$ cat src/nhmf_pkg.sv
// nhmf_pkg: shared types and constants for the note hole mute filter
// holds item structs, command/section/role codes and state encoding
// no dependencies
package nhmf_pkg;

    // default window table capacity
    localparam int NHMF_MAX_WINDOWS = 64;

    // configuration register indexes
    localparam int          CFG_INDEX_W        = 1;
    localparam int          CFG_DATA_W         = 16;
    localparam logic [0:0]  REG_TRACK_ROLE     = 1'b0;
    localparam logic [0:0]  REG_TICKS_PER_BEAT = 1'b1;

    // reset values of the configuration registers
    localparam logic [3:0]  RESET_TRACK_ROLE     = 4'd0;
    localparam logic [15:0] RESET_TICKS_PER_BEAT = 16'd480;

    // command codes
    localparam logic [1:0] CMD_CLEAR   = 2'd0;
    localparam logic [1:0] CMD_SECTION = 2'd1;
    localparam logic [1:0] CMD_NOTE    = 2'd2;

    // section kinds
    localparam logic [1:0] SEC_CHORUS = 2'd1;
    localparam logic [1:0] SEC_BRIDGE = 2'd2;

    // track roles that bound the window rules
    localparam logic [3:0] ROLE_MOTIF  = 4'd3;
    localparam logic [3:0] ROLE_GUITAR = 4'd6;
    localparam logic [3:0] ROLE_BASS   = 4'd8;

    // input item
    typedef struct packed {
        logic [1:0]  command;
        logic [1:0]  section_kind;
        logic        peak_is_max;
        logic [31:0] onset_tick;
        logic [31:0] length_ticks;
        logic [6:0]  pitch_in;
        logic [6:0]  velocity_in;
    } t_in_item;

    // result item
    typedef struct packed {
        logic [31:0] note_start;
        logic [31:0] note_duration;
        logic [6:0]  pitch_out;
        logic [6:0]  velocity_out;
        logic        windows_overflowed;
    } t_out_item;

    // one stored mute window
    typedef struct packed {
        logic [31:0] win_begin;
        logic [31:0] win_finish;
    } t_window;

    // control state, one-hot
    typedef enum logic [3:0] {
        ST_IDLE = 4'b0001,
        ST_SECT = 4'b0010,
        ST_WALK = 4'b0100,
        ST_EMIT = 4'b1000
    } t_state;

endpackage

$ cat src/nhmf_window_ram.sv
// nhmf_window_ram: window table storage, one write and one read port
// synchronous read; uses nhmf_pkg
module nhmf_window_ram
    import nhmf_pkg::*;
#(
    parameter int DEPTH  = NHMF_MAX_WINDOWS,
    parameter int ADDR_W = (DEPTH > 1) ? $clog2(DEPTH) : 1
) (
    input  logic              i_clk,
    input  logic              i_we,
    input  logic [ADDR_W-1:0] i_wr_addr,
    input  t_window           i_wr_data,
    input  logic [ADDR_W-1:0] i_rd_addr,
    output t_window           o_rd_data
);

    t_window r_mem [DEPTH];
    t_window r_rd_data;

    // write port
    always_ff @(posedge i_clk) begin
        if (i_we) begin
            r_mem[i_wr_addr] <= i_wr_data;
        end
    end

    // registered read port
    always_ff @(posedge i_clk) begin
        r_rd_data <= r_mem[i_rd_addr];
    end

    assign o_rd_data = r_rd_data;

endmodule

$ cat config.mk
export PLATFORM = sky130hd
export DESIGN_NAME = nhmf_window_ram
export DESIGN_NICKNAME = d
export VERILOG_FILES = /design/src/nhmf_pkg.sv /design/src/nhmf_window_ram.sv
export SDC_FILE = /design/constraint.sdc
export NUM_CORES = 2
export LEC_CHECK = 0
export BUFFER_PORTS_ARGS = -buffer_cell sky130_fd_sc_hd__clkbuf_2
export CAP_MARGIN = 20
export CORE_ASPECT_RATIO = 2
export CORE_MARGIN = 2
export CORE_UTILIZATION = 45
export DETAILED_ROUTE_END_ITERATION = 7
export MAX_ROUTING_LAYER = met4
export PLACE_DENSITY = 0.7
export SLEW_MARGIN = 10
export SYNTH_ARGS = -nofsm -noshare
export SYNTH_HDL_FRONTEND = slang
export SYNTH_SLANG_ARGS = --single-unit
$ cat constraint.sdc
create_clock -name i_clk -period 8.49 [get_ports i_clk]
set_clock_uncertainty 0.1 [all_clocks]
set_input_delay 1.698 -clock i_clk [delete_from_list [all_inputs] [get_ports i_clk]]
set_output_delay 1.698 -clock i_clk [all_outputs]
set_load 0.005 [all_outputs]
==> After elaboration in Yosys (flattened, before gate mapping) <==
Memory sizes are Yosys's and may differ from the RTL's. A register that Yosys moved wholly into a read port is not among the register bits.
Index checks and enable logic that the tools add are counted.
{ "totals": {"n_memories": 1, "out_inout_bits": 64, "regBits": 0, "ramBits": 4096, "elab_cells": 3, "in_bits": 78} }
{ "mem_list": {"columns": ["name", "words", "word_bits", "rd", "rd_clocked_by_memory_dff", "write_ports", "line_no", "source"], "rows": [
  ["r_mem", 64, 64, 1, 1, 1, "nhmf_window_ram.sv:17", "t_window r_mem [DEPTH];"]
]} }
{ "classes": {"muxes": 2} }
{ "ops": {"columns": ["operator", "n"], "rows": [
  ["$mux W1", 2]
]} }

==> Logic depth before layout (Yosys ltp) <==
{ "depth": {"depth_word": 2, "mapped_depth": 9, "mapped_depth_nobuf": 5} }

==> Worst setup path after synthesis <==
No wires, ideal clock.
{ "synth_timing": {"kind": "input to register", "startpoint": "in i_wr_addr[3]", "endpoint": "mem r_mem[48][0] (netlist name), enable pin", "n_path_buf": 1, "setup_ns": 0.564, "arrival_time_ns": 6.570, "path_slack_ns": 1.256, "stages": 4, "path_cell_list": "clkbuf_1 nor2b_1 nand4b_1 nor3_1"} }
{ "synth_rtl": {"columns": ["item", "line_no", "source"], "rows": [
  ["from (decl)", "nhmf_window_ram.sv:11", "input logic [ADDR_W-1:0] i_wr_addr,"],
  ["to (decl)", "nhmf_window_ram.sv:17", null]
]} }
No word-level cell before the write port.

==> impl_results.md <==
* Required time worst endpoint at about 9000 ps
* Post-DP HPWL at 234000 um
* Final hold viol count at 0
* Worst Hold Class: register to register
* Die Span Y at 838 um
* Sequential-to-total area share from yosys stat at between 70% and 80%
* Die area at ~0.35 mm^2
* Largest net degree at the start of global routing at about 120
* Avg WL per Cell at around 36 um
* Gpl congestion at 0.815
* Period utilization at 54.2%
* RSZ-0062 raised after global routing: false
* Cell mode on critical path: buf_12
* Antenna-violating nets left at 0
* FMAX at roughly 0.22 GHz
* Slack of the critical path at 3880 ps
* Yosys warning count at 0
* Status: finished, final reports clean
* Final core utilization at approximately half
* Reg area at 0.124 mm^2
* Minimum clock period at 4610 ps
* DRC at 0
* CP Launch Type: primary input
* Slew Viols, Final at 0
* Seq cells post-synth at 4160
* Via count at 74600
* TritonCTS clock tree: done
* Worst-Margin Slew at roughly 1200 ps
* Vias in the first global route at 76200
* Critical Path End Type: register
* Mapped Area at between 0.15 and 0.2 mm^2
* Post-synthesis cell type count at 33
* Max_cap viols at 0
* Filler Cell Count at 26200
* Layout cells sized above 1 at 27.8%
* Worst-Skew Late Latency at 930 ps
* IO Pins at 142
* DR iter-0 viols at 9184
* Syn_nets at roughly 6700
* Vias per inst at around 6.3
* Syn Area/Cell at 23.7 um^2
* Router iterations before antenna repair at 6
* Leak at ~54 nW
* Initial antenna violation count at 32
* Multi-input logic area at 0.0308 mm^2
* Die width at 421 um
* Worst-case clock buffer depth at 4
* Peak supply drop at 189 uV
* Pre-CTS WS at a little over 3000 ps
* Pwr dens at 232 mW/mm^2
* Slew headroom at 22.5%
* Cell area after layout at 0.176 mm^2
* First-pass GRT wire length at 587000 um
* P&R area growth vs syn at 12.5%
* Buffers added on ports at 141
* Largest delay share family, worst path: buffers and inverters
* FFs w/ async S/R, synth at 0%
* Post-synth EDFFs at 4096
* Post-CTS Resized at 0
* Dpl cell area at 0.164 mm^2
* CTS clk-pin slew, worst paths at about 70 ps
* Synth Instances at 6598
* Clock Sink Count at 4160
* Ys flop type: edfxtp_1
* Worst hold slack at 744 ps
* Htree depth at 5
* R2R Setup Slk at 5880 ps
* Nets at 7029
* # hold bufs at CTS at 0
* Post-Route WL at 424000 um
* Post-CTS Setup Bufs at 0
* Setup TNS at 0 ps
* CP max-delay cell: a41oi_1
* Critical path fanouts, max at 98
* Core area at roughly 0.35 mm^2
* Critical path class: primary input to register
* Crit path largest cell delay at 690 ps
* CTS Buf Count at 340
* Crit path DAT at 5230 ps
* Total congestion overflow at 0
* Total global-route track usage at around 25%
* Bufs and invs on worst path at 3
* FP Rows at 306
* Critical Path, Cell by Cell: buf_12 -> buf_4 -> buf_12 -> mux4_2 -> mux2i_1 -> nand2_1 -> a41oi_1 -> a211oi_1
* Clk root buf: clkbuf_16
* Final Setup Violations at 0
* Initial Util at 45.1%
-- worst reg2reg max path, cell delays in order (launching register included) --
cell and delay (ps):
edfxtp_1 360, mux4_2 450, nor2b_1 150, a211oi_1 780
o22ai_1 430, and3_1 270
-- metrics by stage --
step | instances | power (mW)
floorplan | 6598 | 24.3
global placement | 11200 | 25.2
detailed placement | 11200 | 25.2
CTS | 11800 | 41.0
global route | 11900 | 41.8
finish | 11900 | 40.9
-- per-layer routing --
layer	up-vias	global-route usage, %	share of wire, %
met2	4222	43.1	54
met4	0	11.6	5.5
met5	-	-	0
met1	40200	27.6	33
met3	1053	3.49	7.6
li1	29100	-	-
-- cell usage after synthesis (58+ instances only) --
library cell	number	area share, %
edfxtp_1	4096	79
mux4_2	1024	15
buf_2	170	0.54
a22oi_1	168	0.81
clkbuf_1	140	0.34
mux2i_1	135	0.86
nor2_1	112	0.27
a22o_1	88	0.49
o22ai_1	83	0.33
and3_1	64	0.26
dfxtp_1	64	0.82
a211oi_1	63	0.30
nand2_1	58	0.14
-- area by class of cell --
type / count / share of cell area, %
Clock inverter: 204 / 1.23
Sequential cell: 4160 / 70.7
Timing Repair Buffer: 381 / 2.14
Clock buffer: 414 / 5.12
Antenna cell: 19 / 0.0270
Multi-Input combinational cell: 2049 / 17.5
Inverter: 19 / 0.0405
Tap cell: 4620 / 3.29
-- path summary, 6_finish.rpt --
path / from / end / cells past startpoint
worst max-delay path: i_rd_addr[0] / o_rd_data[29] / 8
worst min-delay path: r_mem[38][28] / o_rd_data[28] / 4
worst max register to register: r_mem[8][34] / o_rd_data[34] / 5
worst min register to register: r_mem[38][28] / o_rd_data[28] / 4
-- power by group --
part | total [mW] | switching (mW) | internal (mW)
Combinational | 1.96 | 1.22 | 0.744
Clock | 16.1 | 7.29 | 8.78
Sequential | 22.8 | 0.121 | 22.7
-- placed cells by master (no fill, tap or decap), types with 7 or more instances in the layout --
cell type,Yosys,final
or3_1,29,29
buf_4,34,146
buf_16,0,7
nor2_1,112,47
bufinv_16,0,38
nand3_1,45,45
or2_2,28,28
nor2b_1,28,24
a22o_1,88,88
mux4_2,1024,1024
a2bb2oi_1,19,19
clkinvlp_4,0,18
inv_1,19,19
clkbuf_1,140,57
dfxtp_1,64,64
a22oi_1,168,168
a31oi_1,18,18
nand2_1,58,55
clkbuf_2,0,124
clkbuf_16,0,344
o221ai_1,38,38
buf_12,0,88
nand2b_1,11,9
clkinv_2,0,53
mux2i_1,135,135
nor2_4,0,65
inv_6,0,10
clkbuf_8,0,13
buf_2,170,14
diode_2,0,19
a211oi_1,63,63
edfxtp_1,4096,4096
a41oi_1,26,26
clkinv_1,0,67
o22ai_1,83,83
and3_1,64,64
-- logic make-up (layout without fill, tap and decap cells) --
family          after synthesis  count (layout)  share of synthesized area (%)
flops                      4160            4160                           79.5
other cells                   0              19                              0
simple gates                386             386                           1.24
compound gates              504             504                           2.48
buf+inv                     389            1018                           1.18
mux                        1159            1159                           15.6
-- state kept, by name, indices dropped and copies added (netlist names) --
signal / flops
r_mem: 4096
o_rd_data: 64
Note: power is estimated with default switching activity, not from simulation.
